`config.mk`:
```
export PLATFORM = sky130hd
export DESIGN_NAME = whitened_digest_sensor_frame_decoder_unit
export DESIGN_NICKNAME = d
export VERILOG_FILES = /design/src/sv/wdsfd_pkg.sv /design/src/sv/wdsfd_capture.sv /design/src/sv/wdsfd_decode.sv /design/src/sv/whitened_digest_sensor_frame_decoder_unit.sv
export VERILOG_INCLUDE_DIRS = /design/src /design/src/sv
export SDC_FILE = /design/constraint.sdc
export NUM_CORES = 1
export LEC_CHECK = 0
export BUFFER_PORTS_ARGS = -buffer_cell sky130_fd_sc_hd__clkbuf_2
export CAP_MARGIN = 20
export CORE_MARGIN = 10
export CORE_UTILIZATION = 55
export CTS_BUF_LIST = sky130_fd_sc_hd__clkbuf_8
export DETAILED_ROUTE_END_ITERATION = 8
export GPL_TIMING_DRIVEN = 0
export PLACE_DENSITY = 0.73
export SLEW_MARGIN = 25
export SYNTH_ARGS = -nofsm -noshare
export SYNTH_HDL_FRONTEND = slang
export SYNTH_SLANG_ARGS = --single-unit
```
`constraint.sdc`:
```
create_clock -name aclk -period 12.25 [get_ports aclk]
set_input_delay 1.8375 -clock aclk [delete_from_list [all_inputs] [get_ports aclk]]
set_output_delay 1.8375 -clock aclk [all_outputs]
set_load 0.05 [all_outputs]
```
`src/sv/whitened_digest_sensor_frame_decoder_unit_assert.svh`:
```
// Assertion macros of the frame decoder, included by the capture module.
`ifndef WHITENED_DIGEST_SENSOR_FRAME_DECODER_UNIT_ASSERT_SVH
`define WHITENED_DIGEST_SENSOR_FRAME_DECODER_UNIT_ASSERT_SVH
`ifndef SYNTH
`define WDSFD_ASSERT(label, ante, cons) \
    label: assert property (@(posedge aclk) disable iff (!aresetn) (ante) |-> (cons)) \
        else $error("frame decoder check failed");
`define WDSFD_ASSERT_NEXT(label, ante, cons) \
    label: assert property (@(posedge aclk) disable iff (!aresetn) (ante) |=> (cons)) \
        else $error("frame decoder check failed");
`else
`define WDSFD_ASSERT(label, ante, cons)
`define WDSFD_ASSERT_NEXT(label, ante, cons)
`endif
`endif

```
`src/sv/wdsfd_pkg.sv`:
```
// Types, constants and helper functions of the whitened digest frame decoder.
package wdsfd_pkg;

    localparam int FRAME_LEN = 25;
    localparam int CNT_W     = $clog2(FRAME_LEN);

    localparam logic [15:0] GEN_POLY_RST   = 16'h8810;
    localparam logic [15:0] DIGEST_KEY_RST = 16'hBA95;
    localparam logic [15:0] FINAL_XOR_RST  = 16'h6DF1;
    localparam logic [7:0]  WHITEN_RST     = 8'hAA;

    localparam logic [7:0]  BATT_MASK      = 8'h06;
    localparam logic [11:0] TEMP_WRAP_LIM  = 12'd600;
    localparam logic [11:0] TEMP_WRAP_OFS  = 12'd1000;

    localparam logic [3:0]  TYPE_WEATHER   = 4'd1;
    localparam logic [3:0]  TYPE_RAIN      = 4'd12;
    localparam logic [3:0]  TYPE_COMBO     = 4'd13;

    typedef logic [7:0] byte_t;

    typedef enum logic [1:0] {
        REG_GEN_POLY   = 2'd0,
        REG_DIGEST_KEY = 2'd1,
        REG_FINAL_XOR  = 2'd2,
        REG_WHITEN     = 2'd3
    } cfg_reg_t;

    typedef enum logic [2:0] {
        ST_OK     = 3'd0,
        ST_SHORT  = 3'd1,
        ST_EMPTY  = 3'd2,
        ST_DIGEST = 3'd3,
        ST_TYPE   = 3'd4
    } status_t;

    typedef struct packed {
        logic [15:0] gen_poly;
        logic [15:0] digest_key;
        logic [15:0] final_xor;
        byte_t       whiten;
    } cfg_t;

    typedef struct packed {
        logic [15:0] sum;
        logic [15:0] key;
    } digest_t;

    typedef struct packed {
        logic [CNT_W-1:0] count;
        logic [15:0]      digest;
    } frame_info_t;

    typedef struct packed {
        status_t            status;
        logic [15:0]        sensor_id;
        logic [3:0]         dev_type;
        logic               battery_ok;
        logic signed [10:0] temperature_tenths;
        logic [7:0]         humidity;
        logic [20:0]        rain_tenths;
        logic [10:0]        wind_dir_deg;
        logic [10:0]        gust_tenths;
        logic [10:0]        wind_avg_tenths;
        logic [20:0]        light_lux;
        logic [10:0]        uv_tenths;
    } record_t;

    // Eight LFSR shifts, most significant data bit first.
    function automatic digest_t digest_byte(digest_t cur, logic [15:0] poly, byte_t d);
        digest_t st;
        st = cur;
        for (int i = 7; i >= 0; i--) begin
            if (d[i]) begin
                st.sum = st.sum ^ st.key;
            end
            if (st.key[0]) begin
                st.key = (st.key >> 1) ^ poly;
            end else begin
                st.key = st.key >> 1;
            end
        end
        return st;
    endfunction

    function automatic logic [10:0] bcd3(logic [3:0] d2, logic [3:0] d1, logic [3:0] d0);
        return 11'(d2) * 11'd100 + 11'(d1) * 11'd10 + 11'(d0);
    endfunction

    function automatic logic [20:0] bcd6(byte_t b2, byte_t b1, byte_t b0);
        return 21'(b2[7:4]) * 21'd100000 + 21'(b2[3:0]) * 21'd10000
             + 21'(b1[7:4]) * 21'd1000 + 21'(b1[3:0]) * 21'd100
             + 21'(b0[7:4]) * 21'd10 + 21'(b0[3:0]);
    endfunction

endpackage

```
`src/sv/wdsfd_capture.sv`:
```
// Byte counter, running digest and raw frame store, with a snapshot taken at each frame end.
module wdsfd_capture (
    input  logic                                     aclk,
    input  logic                                     aresetn,
    input  logic                                     accept,
    input  wdsfd_pkg::byte_t                         data_byte,
    input  logic                                     frame_end,
    input  wdsfd_pkg::cfg_t                          cfg,
    input  logic                                     release_i,
    output logic                                     pend_valid,
    output wdsfd_pkg::frame_info_t                   info,
    output wdsfd_pkg::byte_t                         store [wdsfd_pkg::FRAME_LEN]
);

`include "whitened_digest_sensor_frame_decoder_unit_assert.svh"

    localparam logic [wdsfd_pkg::CNT_W-1:0] LEN_C = wdsfd_pkg::CNT_W'(wdsfd_pkg::FRAME_LEN);
    localparam logic [wdsfd_pkg::CNT_W-1:0] FIRST_DIGEST_C = wdsfd_pkg::CNT_W'(2);

    logic [wdsfd_pkg::CNT_W-1:0] cnt_reg;
    logic [wdsfd_pkg::CNT_W-1:0] cnt_next;
    logic                        pend_reg;
    wdsfd_pkg::digest_t          dig_reg;
    wdsfd_pkg::digest_t          dig_base;
    wdsfd_pkg::digest_t          dig_step;
    wdsfd_pkg::digest_t          dig_next;
    wdsfd_pkg::frame_info_t      info_reg;
    wdsfd_pkg::byte_t            store_reg [wdsfd_pkg::FRAME_LEN];
    logic                        in_range;

    assign in_range = cnt_reg < LEN_C;

    always_comb begin
        if (cnt_reg == '0) begin
            dig_base.sum = '0;
            dig_base.key = cfg.digest_key;
        end else begin
            dig_base = dig_reg;
        end
        dig_step = wdsfd_pkg::digest_byte(dig_base, cfg.gen_poly, data_byte ^ cfg.whiten);
        dig_next = (in_range && cnt_reg >= FIRST_DIGEST_C) ? dig_step : dig_base;
        cnt_next = in_range ? cnt_reg + 1'b1 : cnt_reg;
    end

    always_ff @(posedge aclk) begin
        if (!aresetn) begin
            cnt_reg  <= '0;
            pend_reg <= 1'b0;
        end else begin
            if (release_i) begin
                pend_reg <= 1'b0;
            end
            if (accept) begin
                if (frame_end) begin
                    cnt_reg  <= '0;
                    pend_reg <= 1'b1;
                end else begin
                    cnt_reg <= cnt_next;
                end
            end
        end
    end

    always_ff @(posedge aclk) begin
        if (accept) begin
            dig_reg <= dig_next;
            if (frame_end) begin
                info_reg.count  <= cnt_next;
                info_reg.digest <= dig_next.sum;
            end
            if (in_range) begin
                store_reg[cnt_reg] <= data_byte;
            end
        end
    end

    assign pend_valid = pend_reg;
    assign info       = info_reg;
    assign store      = store_reg;

    `WDSFD_ASSERT(a_cnt_range, 1'b1, cnt_reg <= LEN_C)
    `WDSFD_ASSERT_NEXT(a_end_pends, accept && frame_end, pend_reg && cnt_reg == '0)
    `WDSFD_ASSERT_NEXT(a_pend_holds, pend_reg && !release_i, pend_reg && $stable(info_reg))

endmodule

```
`src/sv/wdsfd_decode.sv`:
```
// Frame checks and field decoding from the stored frame and its snapshot.
module wdsfd_decode (
    input  wdsfd_pkg::byte_t       store [wdsfd_pkg::FRAME_LEN],
    input  wdsfd_pkg::frame_info_t info,
    input  wdsfd_pkg::cfg_t        cfg,
    output wdsfd_pkg::record_t     rec
);

    wdsfd_pkg::byte_t    m [wdsfd_pkg::FRAME_LEN];
    logic [3:0]          ftype;
    logic [15:0]         chk;
    logic [11:0]         temp_bcd;
    wdsfd_pkg::status_t  status;

    always_comb begin
        for (int i = 0; i < wdsfd_pkg::FRAME_LEN; i++) begin
            m[i] = store[i] ^ cfg.whiten;
        end
        ftype    = m[6][7:4];
        chk      = {m[0], m[1]};
        temp_bcd = {1'b0, wdsfd_pkg::bcd3(m[14][7:4], m[14][3:0], m[15][7:4])};

        if (info.count < wdsfd_pkg::CNT_W'(wdsfd_pkg::FRAME_LEN)) begin
            status = wdsfd_pkg::ST_SHORT;
        end else if (store[21] == '0) begin
            status = wdsfd_pkg::ST_EMPTY;
        end else if ((chk ^ info.digest) != cfg.final_xor) begin
            status = wdsfd_pkg::ST_DIGEST;
        end else if (ftype != wdsfd_pkg::TYPE_WEATHER && ftype != wdsfd_pkg::TYPE_RAIN
                     && ftype != wdsfd_pkg::TYPE_COMBO) begin
            status = wdsfd_pkg::ST_TYPE;
        end else begin
            status = wdsfd_pkg::ST_OK;
        end

        rec        = '0;
        rec.status = status;
        if (status == wdsfd_pkg::ST_OK) begin
            rec.sensor_id   = {m[2], m[3]};
            rec.dev_type    = ftype;
            rec.battery_ok  = ((m[15] & wdsfd_pkg::BATT_MASK) != wdsfd_pkg::BATT_MASK);
            if (temp_bcd > wdsfd_pkg::TEMP_WRAP_LIM) begin
                rec.temperature_tenths = 11'(temp_bcd - wdsfd_pkg::TEMP_WRAP_OFS);
            end else begin
                rec.temperature_tenths = 11'(temp_bcd);
            end
            rec.humidity    = 8'({4'b0, m[16][7:4]} * 8'd10 + {4'b0, m[16][3:0]});
            rec.rain_tenths = wdsfd_pkg::bcd6(m[10], m[11], m[12]);
            if (ftype != wdsfd_pkg::TYPE_RAIN) begin
                rec.wind_dir_deg    = wdsfd_pkg::bcd3(m[4][7:4], m[4][3:0], m[5][7:4]);
                rec.gust_tenths     = wdsfd_pkg::bcd3(m[7][7:4], m[7][3:0], m[8][7:4]);
                rec.wind_avg_tenths = wdsfd_pkg::bcd3(m[8][3:0], m[9][7:4], m[9][3:0]);
                rec.light_lux       = wdsfd_pkg::bcd6(m[17], m[18], m[19]);
                rec.uv_tenths       = wdsfd_pkg::bcd3(m[20][7:4], m[20][3:0], m[21][7:4]);
            end
        end
    end

endmodule

```
`src/sv/whitened_digest_sensor_frame_decoder_unit.sv`:
```
// Top level of the whitened digest sensor frame decoder.
//
// The slave channel carries one raw frame byte per transaction in s_tdata, with
// s_tlast set on the last byte of a frame. The master channel delivers one
// decoded record for each frame: the status in m_tuser and the fields in m_tdata.
// Every byte is whitened, and bytes 2 to 24 pass through the digest LFSR in the
// cycle in which they are accepted; later bytes are dropped.
// One byte is taken per cycle while s_tready is high. Accepting the last byte
// of a frame fills the frame snapshot; once the output register is free, the
// result of the check and decode logic is registered there and m_tvalid rises.
// The configuration registers are written through cfg_wr_en, cfg_index and
// cfg_wdata, and should only change while no frame is in progress.
// Synchronous reset clears the byte count and the record flags and reloads the
// configuration defaults. When the receiver stalls, the finished record waits in
// the output register; one more frame end may be held in the snapshot, after
// which s_tready drops until the output register frees.
module whitened_digest_sensor_frame_decoder_unit (
    input  logic         aclk,
    input  logic         aresetn,
    input  logic         s_tvalid,
    output logic         s_tready,
    input  logic [7:0]   s_tdata,   // [7:0] data_byte
    input  logic         s_tlast,
    output logic         m_tvalid,
    input  logic         m_tready,
    // [15:0] sensor_id, [19:16] dev_type, [20] battery_ok,
    // [31:21] temperature_tenths, [39:32] humidity, [60:40] rain_tenths,
    // [71:61] wind_dir_deg, [82:72] gust_tenths, [93:83] wind_avg_tenths,
    // [114:94] light_lux, [125:115] uv_tenths, [127:126] zero
    output logic [127:0] m_tdata,
    output logic [2:0]   m_tuser,   // [2:0] status
    input  logic         cfg_wr_en,
    input  logic [1:0]   cfg_index,
    input  logic [15:0]  cfg_wdata
);

    wdsfd_pkg::cfg_t        cfg_reg;
    wdsfd_pkg::frame_info_t info;
    wdsfd_pkg::byte_t       store [wdsfd_pkg::FRAME_LEN];
    wdsfd_pkg::record_t     rec_next;
    wdsfd_pkg::record_t     rec_reg;
    logic                   out_valid_reg;
    logic                   pend_valid;
    logic                   move;
    logic                   accept;

    always_ff @(posedge aclk) begin
        if (!aresetn) begin
            cfg_reg.gen_poly   <= wdsfd_pkg::GEN_POLY_RST;
            cfg_reg.digest_key <= wdsfd_pkg::DIGEST_KEY_RST;
            cfg_reg.final_xor  <= wdsfd_pkg::FINAL_XOR_RST;
            cfg_reg.whiten     <= wdsfd_pkg::WHITEN_RST;
        end else if (cfg_wr_en) begin
            unique case (wdsfd_pkg::cfg_reg_t'(cfg_index))
                wdsfd_pkg::REG_GEN_POLY:   cfg_reg.gen_poly   <= cfg_wdata;
                wdsfd_pkg::REG_DIGEST_KEY: cfg_reg.digest_key <= cfg_wdata;
                wdsfd_pkg::REG_FINAL_XOR:  cfg_reg.final_xor  <= cfg_wdata;
                wdsfd_pkg::REG_WHITEN:     cfg_reg.whiten     <= cfg_wdata[7:0];
            endcase
        end
    end

    assign move     = pend_valid && (!out_valid_reg || m_tready);
    assign s_tready = !pend_valid || move;
    assign accept   = s_tvalid && s_tready;

    wdsfd_capture u_capture (
        .aclk       (aclk),
        .aresetn    (aresetn),
        .accept     (accept),
        .data_byte  (s_tdata),
        .frame_end  (s_tlast),
        .cfg        (cfg_reg),
        .release_i  (move),
        .pend_valid (pend_valid),
        .info       (info),
        .store      (store)
    );

    wdsfd_decode u_decode (
        .store (store),
        .info  (info),
        .cfg   (cfg_reg),
        .rec   (rec_next)
    );

    always_ff @(posedge aclk) begin
        if (!aresetn) begin
            out_valid_reg <= 1'b0;
        end else if (move) begin
            out_valid_reg <= 1'b1;
        end else if (m_tready) begin
            out_valid_reg <= 1'b0;
        end
    end

    always_ff @(posedge aclk) begin
        if (move) begin
            rec_reg <= rec_next;
        end
    end

    assign m_tvalid = out_valid_reg;
    assign m_tuser  = rec_reg.status;
    assign m_tdata  = {2'b00, rec_reg.uv_tenths, rec_reg.light_lux, rec_reg.wind_avg_tenths,
                       rec_reg.gust_tenths, rec_reg.wind_dir_deg, rec_reg.rain_tenths,
                       rec_reg.humidity, rec_reg.temperature_tenths, rec_reg.battery_ok,
                       rec_reg.dev_type, rec_reg.sensor_id};

endmodule

```
==> results of run 1 <==
[power by group]
part	total, W	internal (W)	switching, W
clock network	0.00125	0.000649	0.000602
logic	0.00242	0.00101	0.00141
registers	0.00154	0.00152	0.0000203
total	0.00522	0.00318	0.00203
[cells in the mapped netlist (10+ instances only)]
master / instances / area (um2)
nor2_1: 221 / 830
nor3_1: 24 / 120
a21boi_0: 32 / 240
nor2b_1: 36 / 225
edfxtp_1: 340 / 10200
dfxtp_1: 63 / 1260
ha_1: 341 / 4270
buf_1: 17 / 63.8
o21ai_0: 50 / 250
xor2_1: 207 / 1810
fa_1: 99 / 1980
clkbuf_1: 91 / 342
xnor2_1: 343 / 3000
a21o_1: 34 / 255
inv_1: 267 / 1000
a22oi_1: 10 / 75.1
nand3_1: 76 / 380
o21bai_1: 36 / 270
nand2_1: 306 / 1150
and2_1: 22 / 138
mux2i_1: 37 / 370
a21oi_1: 126 / 631
o21ai_1: 19 / 95.1
and3_1: 29 / 181
a31oi_1: 11 / 68.8
[worst max-delay path: stages (launching register included)]
cell and delay [ns]:
dfxtp_1 0.31, clkbuf_1 0.36, clkbuf_2 0.54, buf_1 0.81, xor2_1 0.39, ha_1 0.31, ha_1 0.23, fa_1 0.38
xnor2_1 0.35, fa_1 0.48, fa_1 0.56, inv_1 0.06, fa_1 0.47, ha_1 0.35, a21o_1 0.19, a21oi_1 0.38
o21bai_1 0.13, a21oi_1 0.24, o21bai_1 0.09, a21oi_1 0.24, o21bai_1 0.12, a21oi_1 0.26, o21bai_1 0.12, a21oi_1 0.29
o211ai_1 0.16, a21oi_1 0.21, xnor2_1 0.42, nor2_1 0.10
[final timing paths]
path                    start      endpoint  slack [ns]  cells after the start
setup / recovery   cfg_reg[5]  m_tdata[114]        3.40                     27
hold / removal    cfg_reg[31]   cfg_reg[31]        0.47                      2
setup reg to reg   cfg_reg[5]  m_tdata[114]        3.40                     27
hold reg to reg   cfg_reg[31]   cfg_reg[31]        0.47                      2
[layer usage]
layer  wire, um  global-route usage  vias to the layer above
met3       5850              0.0373                      191
met2      41300               0.433                      886
met5         33                   0                        -
met4       3760               0.120                        4
met1      35600               0.319                    11035
li1           -                   -                    10695
[layout make-up]
| cell class | instances | share of cell area |
|---|---|---|
| clock inverter | 52 | 0.0109 |
| sequential | 403 | 0.335 |
| multi-input combinational | 2230 | 0.525 |
| antenna | 4 | 0.000293 |
| inverter | 267 | 0.0293 |
| tap | 748 | 0.0274 |
| buffer | 122 | 0.0153 |
| timing repair buffer | 166 | 0.0276 |
| clock buffer | 73 | 0.0294 |
[kinds of logic (layout without fill, tap and decap cells)]
kind of cell	after synthesis	in the layout	synth area share
AOI/OAI and AO/OA	406	406	0.0859
xor gates and xnor gates	558	558	0.161
adders and majority gates	440	440	0.202
buffers and inverters	389	680	0.0490
DFF	403	403	0.371
muxes	49	49	0.0176
other	1	7	0.000121
and+or+nand+nor	774	774	0.113
[metrics by stage]
step / total power [W] / hold WS, ns / cells / worst slack, ns
after floorplan: 0.00342 / 0.440 / 3022 / 4.00
after global placement: 0.00391 / 0.451 / 3930 / 1.63
after detailed placement: 0.00397 / 0.455 / 3936 / 3.50
after CTS: 0.00522 / 0.470 / 4061 / 3.46
after global routing: 0.00557 / 0.505 / 4065 / 3.13
final: 0.00522 / 0.469 / 4065 / 3.40
==> flow_summary.yaml, run 1 <==
run_status:
  outcome: "complete, no violations"
pwr:
  ir_drop_mv: 0.106
  powerDensity_nw_per_um2: 152
  leakagePower_nw: 14.4
detailed_routing:
  wl_mm: 86.5
  drc: 0
  vias: 22811
  antenna_left: 0
  wl_per_cell_um: 21.3
  drt_iter0_drc: 1671
  viasPerCell: 5.61
  dr.pass1.iters: 6
sta:
  finalSetupTns_ns: 0
  min_period_ns: 8.85
  skew_ns: 0.0404
  max_freq_mhz: 113
  period_share: 0.722
  rsz0062_at_grt: "false"
  finalSetupViolCount: 0
  slew_viol_final: 0
  slew-limit-headroom: 0.285
  worst_pin_slew_ns: 1.07
  hold_violations: 0
placement:
  place_congestion: 0.998
  dpl.hpwl_mm: 66.7
  place_area_um2: 32800
  port_buffers: 160
finish:
  n_fill_cell: 4591
  design_area_um2: 34200
  largest_register_ffs: 158
  multiInputGateArea_um2: 17900
  areaGrowthSynthToFinish_pct: 10.7
  final_common_cell: "xnor2_1"
  ff_latch_area_um2: 11500
  utilization: 0.619
  layout_common_cells: "342 x xnor2_1, 341 x ha_1, 340 x edfxtp_1"
  final_nets: 3731
  drive_gt1_frac: 0.0999
synth:
  netlist_instances: 3020
  synth_edf_count: 340
  ys_types: 85
  syn_area_um2: 30900
  synth.yosys.seq_area_share: 0.371
  synth_warnings: 0
  async_reset_ff_frac: 0
  ys_ff_latch: 403
  avgSynthCellArea_um2: 10.2
  ys.flop_type: "edfxtp_1"
cts:
  cts_buffer_depth: 3
  cts_hold_buf: 0
  clk_pin_slew_ns: 0.06
  clkLatencyLatePin_ns: 0.68
  h-tree-depth: 3
  root_buffer: "clkbuf_8"
  cts_inserted_buffers: 69
  cts-resized-gates: 0
  cts.sinks: 403
  post-cts-setup-buffer-count: 0
  cts_tree: "built"
global_route:
  grt_pass1_wl_mm: 132
  overflow: 0
  gr-usage-all-layers: 0.257
  grt_pass1_vias: 22889
  grt_start_max_net_pins: 31
  antenna_found_initial: 5
die:
  core-area_um2: 55300
  rows: 86
  die_x_um: 257
  dieArea_um2: 66100
  initial_core_util: 0.559
  die_h_um: 257
  num_io_pins: 165
worst_setup_path:
  endpoint_kind: "flip-flop"
  startpoint_type: "flip-flop"
  crit_fanout: 10
  critPathArrivalTime_ns: 9.22
  crit_type: "reg -> reg"
  worstPathRequired_ns: 12.63
run:
  drv_cap: 0
hold_path:
  hp-class: "reg -> reg"
(Power assumes the default switching activity.)
==> run 2: changes to the inputs <==
ABC_AREA = 1   (was not set)
PLACE_DENSITY = 0.76   (was 0.73)
clock period = 8.04 ns   (was 12.25 ns; I/O delays follow)
==> run 2 against run 1 <==
Die area is 2.5% higher. Synthesized cell count is 18% higher. Wire length is 4.0% lower. Worst setup slack worse by 2.8 ns. Design area is 2.7% higher. Count of clock-buffer cells in the layout is 4 lower. Synthesized area is 2.7% higher. Sequential share of layout area is 0.87 points lower. Fmax is 19% higher. Global-route usage is 1.5 points lower. Critical endpoint unchanged. Largest power group unchanged. Highest routed layer is now met4.
==> flow_summary.yaml, run 2 <==
synth:
  yosysMostFrequentCell: "nand2_1"
  netlist_instances: 3551
  ys_types: 57
  syn_area_um2: 31700
  synth.yosys.seq_area_share: 0.361
  synth_area_leaders: "edfxtp_1 32%, ha_1 13%, nand2_1 6.9%"
  ys.flop_type: "edfxtp_1"
  ys_ff_latch: 403
  synth_warnings: 0
  avgSynthCellArea_um2: 8.94
  synth_edf_count: 340
  yosysTopAreaCellShare: 0.322
  async_reset_ff_frac: 0
  synth_top_area_cell: "edfxtp_1"
  yosys-top-cells-count: "586 x nand2_1, 501 x inv_1, 341 x ha_1, 340 x edfxtp_1, 315 x nor2_1"
placement:
  dpl.hpwl_mm: 63.8
  place_congestion: 0.965
  place_area_um2: 33700
  port_buffers: 161
cts:
  clk_pin_slew_ns: 0.06
  cts.sinks: 403
  cts_buffer_depth: 3
  h-tree-depth: 3
  cts_tree: "built"
  cts_inserted_buffers: 66
  post-cts-setup-buffer-count: 0
  clkLatencyLatePin_ns: 0.65
  root_buffer: "clkbuf_8"
worst_setup_path:
  r2r_slack_ns: 0.62
  critical_path.max_stage_delay_ns: 0.55
  crit_type: "reg -> reg"
  critPathMostFrequentCell: "nand2_1"
  crit_fanout: 10
  critPathArrivalTime_ns: 7.82
  worstPathRequired_ns: 8.44
  startpoint_type: "flip-flop"
  critical-path-slowest-cell: "fa_1"
  endpoint_kind: "flip-flop"
sta:
  hold_violations: 0
  max_freq_mhz: 135
  min_period_ns: 7.42
  slew-limit-headroom: 0.297
  skew_ns: 0.0208
  rsz0062_at_grt: "false"
  finalSetupViolCount: 0
  slew_viol_final: 0
  worst_pin_slew_ns: 1.05
  period_share: 0.923
global_route:
  grt_pass1_vias: 23867
  gr-usage-all-layers: 0.241
  antenna_found_initial: 3
  grt_pass1_wl_mm: 129
  grt_start_max_net_pins: 33
  overflow: 0
die:
  die_x_um: 260
  initial_core_util: 0.552
  num_io_pins: 165
  rows: 88
  core-area_um2: 57500
  dieArea_um2: 67700
  die_h_um: 260
pwr:
  leakagePower_nw: 16.5
  power_w: 0.00850
  p_sw_frac: 0.420
  pwr-share-seq: 0.276
  power.switching_w: 0.00357
  clkPwrFrac: 0.223
  combinationalPowerShare: 0.501
  internal_power_w: 0.00493
  powerDensity_nw_per_um2: 242
  ir_drop_mv: 0.204
finish:
  final_nets: 4259
  design_area_um2: 35100
  drive_gt1_frac: 0.105
  areaGrowthSynthToFinish_pct: 10.7
  layout_common_cells: "586 x nand2_1, 517 x inv_1, 341 x ha_1"
  final_common_cell: "nand2_1"
  largest_register_ffs: 158
detailed_routing:
  antenna_left: 0
  drt_iter0_drc: 2196
  drc: 0
  wl_per_cell_um: 18.0
  vias: 24810
  wl_mm: 83.1
  dr.pass1.iters: 6
  viasPerCell: 5.39
run:
  drv_cap: 0
run_status:
  outcome: "complete, no violations"
hold_path:
  hp-class: "reg -> reg"
run 2: stage by stage:
stage	utilization	cells	hold WS, ns	setup WS, ns	setup TNS (ns)
after floorplan	-	3553	0.424	1.27	0
after global placement	0.583	4479	0.446	-0.0949	-0.0949
after detailed placement	0.587	4485	0.452	0.143	0
after CTS	0.611	4603	0.476	0.0154	0
after global routing	0.611	4605	0.490	0.0590	0
final	0.611	4605	0.473	0.620	0
run 2: layout make-up:
| class | count | area, um2 |
|---|---|---|
| tap | 765 | 957 |
| timing repair buffer | 167 | 971 |
| clock inverter | 49 | 403 |
| antenna | 3 | 7.51 |
| multi-input combinational | 2529 | 17900 |
| buffer | 99 | 504 |
| clock buffer | 69 | 950 |
| inverter | 521 | 1960 |
| sequential | 403 | 11500 |
| fill | 4865 | 22300 |
run 2: power by group through the flow:
stage / Combinational [W] / Sequential [W] / Clock (W)
global placement: 0.00408 / 0.00239 / 0
detailed placement: 0.00419 / 0.00239 / 0
CTS: 0.00424 / 0.00235 / 0.00191
finish: 0.00426 / 0.00235 / 0.00189
floorplan: 0.00327 / 0.00244 / 0
global route: 0.00484 / 0.00235 / 0.00200
run 2: what timing repair did:
action,in CTS,in global routing
gates resized for setup,0,22
setup endpoints to repair,0,8
hold buffers,0,0
run 2: logic make-up (layout without fill, tap and decap cells):
| family | after synthesis | in the layout | share of synthesized area |
|---|---|---|---|
| fa+ha+maj | 440 | 440 | 0.197 |
| other cells | 1 | 6 | 0.000118 |
| compound gates | 326 | 326 | 0.0558 |
| buf+inv | 621 | 905 | 0.0768 |
| simple gates | 1319 | 1319 | 0.186 |
| flops | 403 | 403 | 0.361 |
| xor+xnor | 441 | 441 | 0.123 |
run 2: worst paths after layout:
path                                   from            to  cells after the start
worst min-delay path            cfg_reg[31]   cfg_reg[31]                      2
worst max-delay path             cfg_reg[5]  m_tdata[114]                     37
worst max register to register   cfg_reg[5]  m_tdata[114]                     37
worst min register to register  cfg_reg[31]   cfg_reg[31]                      2
run 2: worst max-delay path: cells and delay by family, from the launching register on:
family	cells	cell delay, ns
AOI/OAI and AO/OA	6	0.83
adders and majority gates	7	2.80
buffers and inverters	7	1.51
and+or+nand+nor	15	1.12
xor gates and xnor gates	2	0.60
DFF	1	0.30
run 2: routing by layer:
layer  routed length, um  global-route usage  up-vias  share of wire
met5                   0                   0        -              0
met4                2730              0.0954        0          0.033
met3                6730              0.0344      169          0.081
met2               39800               0.410     1031           0.48
met1               33800               0.305    11581           0.41
li1                    -                   -    12029              -
==> run 3: changes to the inputs <==
PLACE_DENSITY = 0.81   (was 0.76)
==> run 3 against run 2 <==
Power hardly changed. Fmax is 2.6% lower. Via count is 1.0% higher. Highest routed layer unchanged.
==> flow_summary.yaml, run 3 (synthesis gave the netlist of run 2 again) <==
run_status:
  outcome: "complete, no violations"
finish:
  n_fill_cell: 4758
  final_nets: 4260
  drive_gt1_frac: 0.104
  largest_register_ffs: 158
  areaGrowthSynthToFinish_pct: 10.5
  ff_latch_area_um2: 11500
  multiInputGateArea_um2: 17900
  final_common_cell: "nand2_1"
  layout_common_cells: "586 x nand2_1, 513 x inv_1, 341 x ha_1"
  utilization: 0.610
detailed_routing:
  wl_mm: 84.9
  drt_iter0_drc: 2236
  drc: 0
  viasPerCell: 5.45
  wl_per_cell_um: 18.5
  vias: 25067
  antenna_left: 0
  dr.pass1.iters: 8
worst_setup_path:
  critPathArrivalTime_ns: 8.00
  critical-path-slowest-cell: "buf_1"
  worstPathRequired_ns: 8.42
  critical-path-top-delay-family: "adder cells"
  critPathBufInv: 4
  crit_fanout: 10
  crit_type: "reg -> reg"
  critical_path.max_stage_delay_ns: 0.77
  endpoint_kind: "flip-flop"
  critPathMostFrequentCell: "nand2_1"
  startpoint_type: "flip-flop"
global_route:
  grt_pass1_wl_mm: 131
  overflow: 0
  antenna_found_initial: 2
  grt_pass1_vias: 24678
  grt_start_max_net_pins: 33
  gr-usage-all-layers: 0.247
placement:
  place_congestion: 0.979
  port_buffers: 161
  dpl.hpwl_mm: 64.6
  pre_cts_ws_ns: 0.178
cts:
  cts_inserted_buffers: 66
  cts_hold_buf: 0
  cts_buffer_depth: 3
  cts.sinks: 403
  cts_tree: "built"
  h-tree-depth: 3
  clk_pin_slew_ns: 0.07
  clkLatencyLatePin_ns: 0.66
  root_buffer: "clkbuf_8"
sta:
  fin_ws_ns: 0.420
  worst_pin_slew_ns: 1.14
  skew_ns: 0.0290
  slew_viol_final: 0
  rsz0062_at_grt: "false"
  period_share: 0.948
  max_freq_mhz: 131
  hold_violations: 0
  finalSetupViolCount: 0
  min_period_ns: 7.62
  fin_worst_hold_slack_ns: 0.463
  finalSetupTns_ns: 0
  slew-limit-headroom: 0.233
pwr:
  powerDensity_nw_per_um2: 242
  combinationalPowerShare: 0.504
  internal_power_w: 0.00491
  ir_drop_mv: 0.200
  power.switching_w: 0.00359
  power_w: 0.00850
  clkPwrFrac: 0.220
  leakagePower_nw: 16.4
  pwr-share-seq: 0.276
  p_sw_frac: 0.423
die:
  core-area_um2: 57500
  dieArea_um2: 67700
  initial_core_util: 0.552
  die_x_um: 260
  die_h_um: 260
  num_io_pins: 165
  rows: 88
run:
  drv_cap: 0
hold_path:
  hp-class: "reg -> reg"
[run 3: per-layer routing]
layer | global-route usage | part of all wire | vias up
met5 | 0 | 0 | -
met4 | 0.116 | 0.041 | 0
met3 | 0.0477 | 0.091 | 251
met2 | 0.423 | 0.48 | 1117
met1 | 0.295 | 0.38 | 11678
li1 | - | - | 12021
[run 3: through the flow]
| stage | instances | instance area [um2] |
|---|---|---|
| 6_report | 4601 | 35100 |
| 2_1_floorplan | 3553 | 31800 |
| 5_1_grt | 4601 | 35100 |
| 3_3_place_gp | 4479 | 33500 |
| 4_1_cts | 4601 | 35100 |
| 3_5_place_dp | 4486 | 33700 |
[run 3: area by class of cell]
class                      instances  area share
sequential                       403       0.327
multi-input combinational       2529       0.510
buffer                            99      0.0140
clock buffer                      67      0.0263
timing repair buffer             168      0.0276
tap                              765      0.0273
antenna                            1   0.0000713
inverter                         521      0.0558
clock inverter                    48      0.0115
[run 3: worst min-delay path, cell delays in order, from the launching register on]
cell and delay, ns:
dfxtp_1 0.33, nand2_1 0.05, nand3_1 0.05
[run 3: worst paths after layout]
check,slack [ns],end,cells after the start,from
min reg2reg,0.46,cfg_reg[35],2,cfg_reg[35]
max,0.42,m_tdata[59],29,cfg_reg[4]
max reg2reg,0.42,m_tdata[59],29,cfg_reg[4]
min,0.46,cfg_reg[35],2,cfg_reg[35]
[run 3: repair_timing]
action / 4_1_cts / 5_1_grt
resized for setup: 0 / 11
setup endpoints to repair: 0 / 4
setup buffers: 0 / 0
[run 3: power groups by stage]
stage	logic (W)	clock network, W	registers (W)
2_1_floorplan	0.00327	0	0.00244
3_3_place_gp	0.00407	0	0.00239
3_5_place_dp	0.00420	0	0.00239
5_1_grt	0.00487	0.00198	0.00235
4_1_cts	0.00425	0.00188	0.00235
6_report	0.00428	0.00187	0.00235
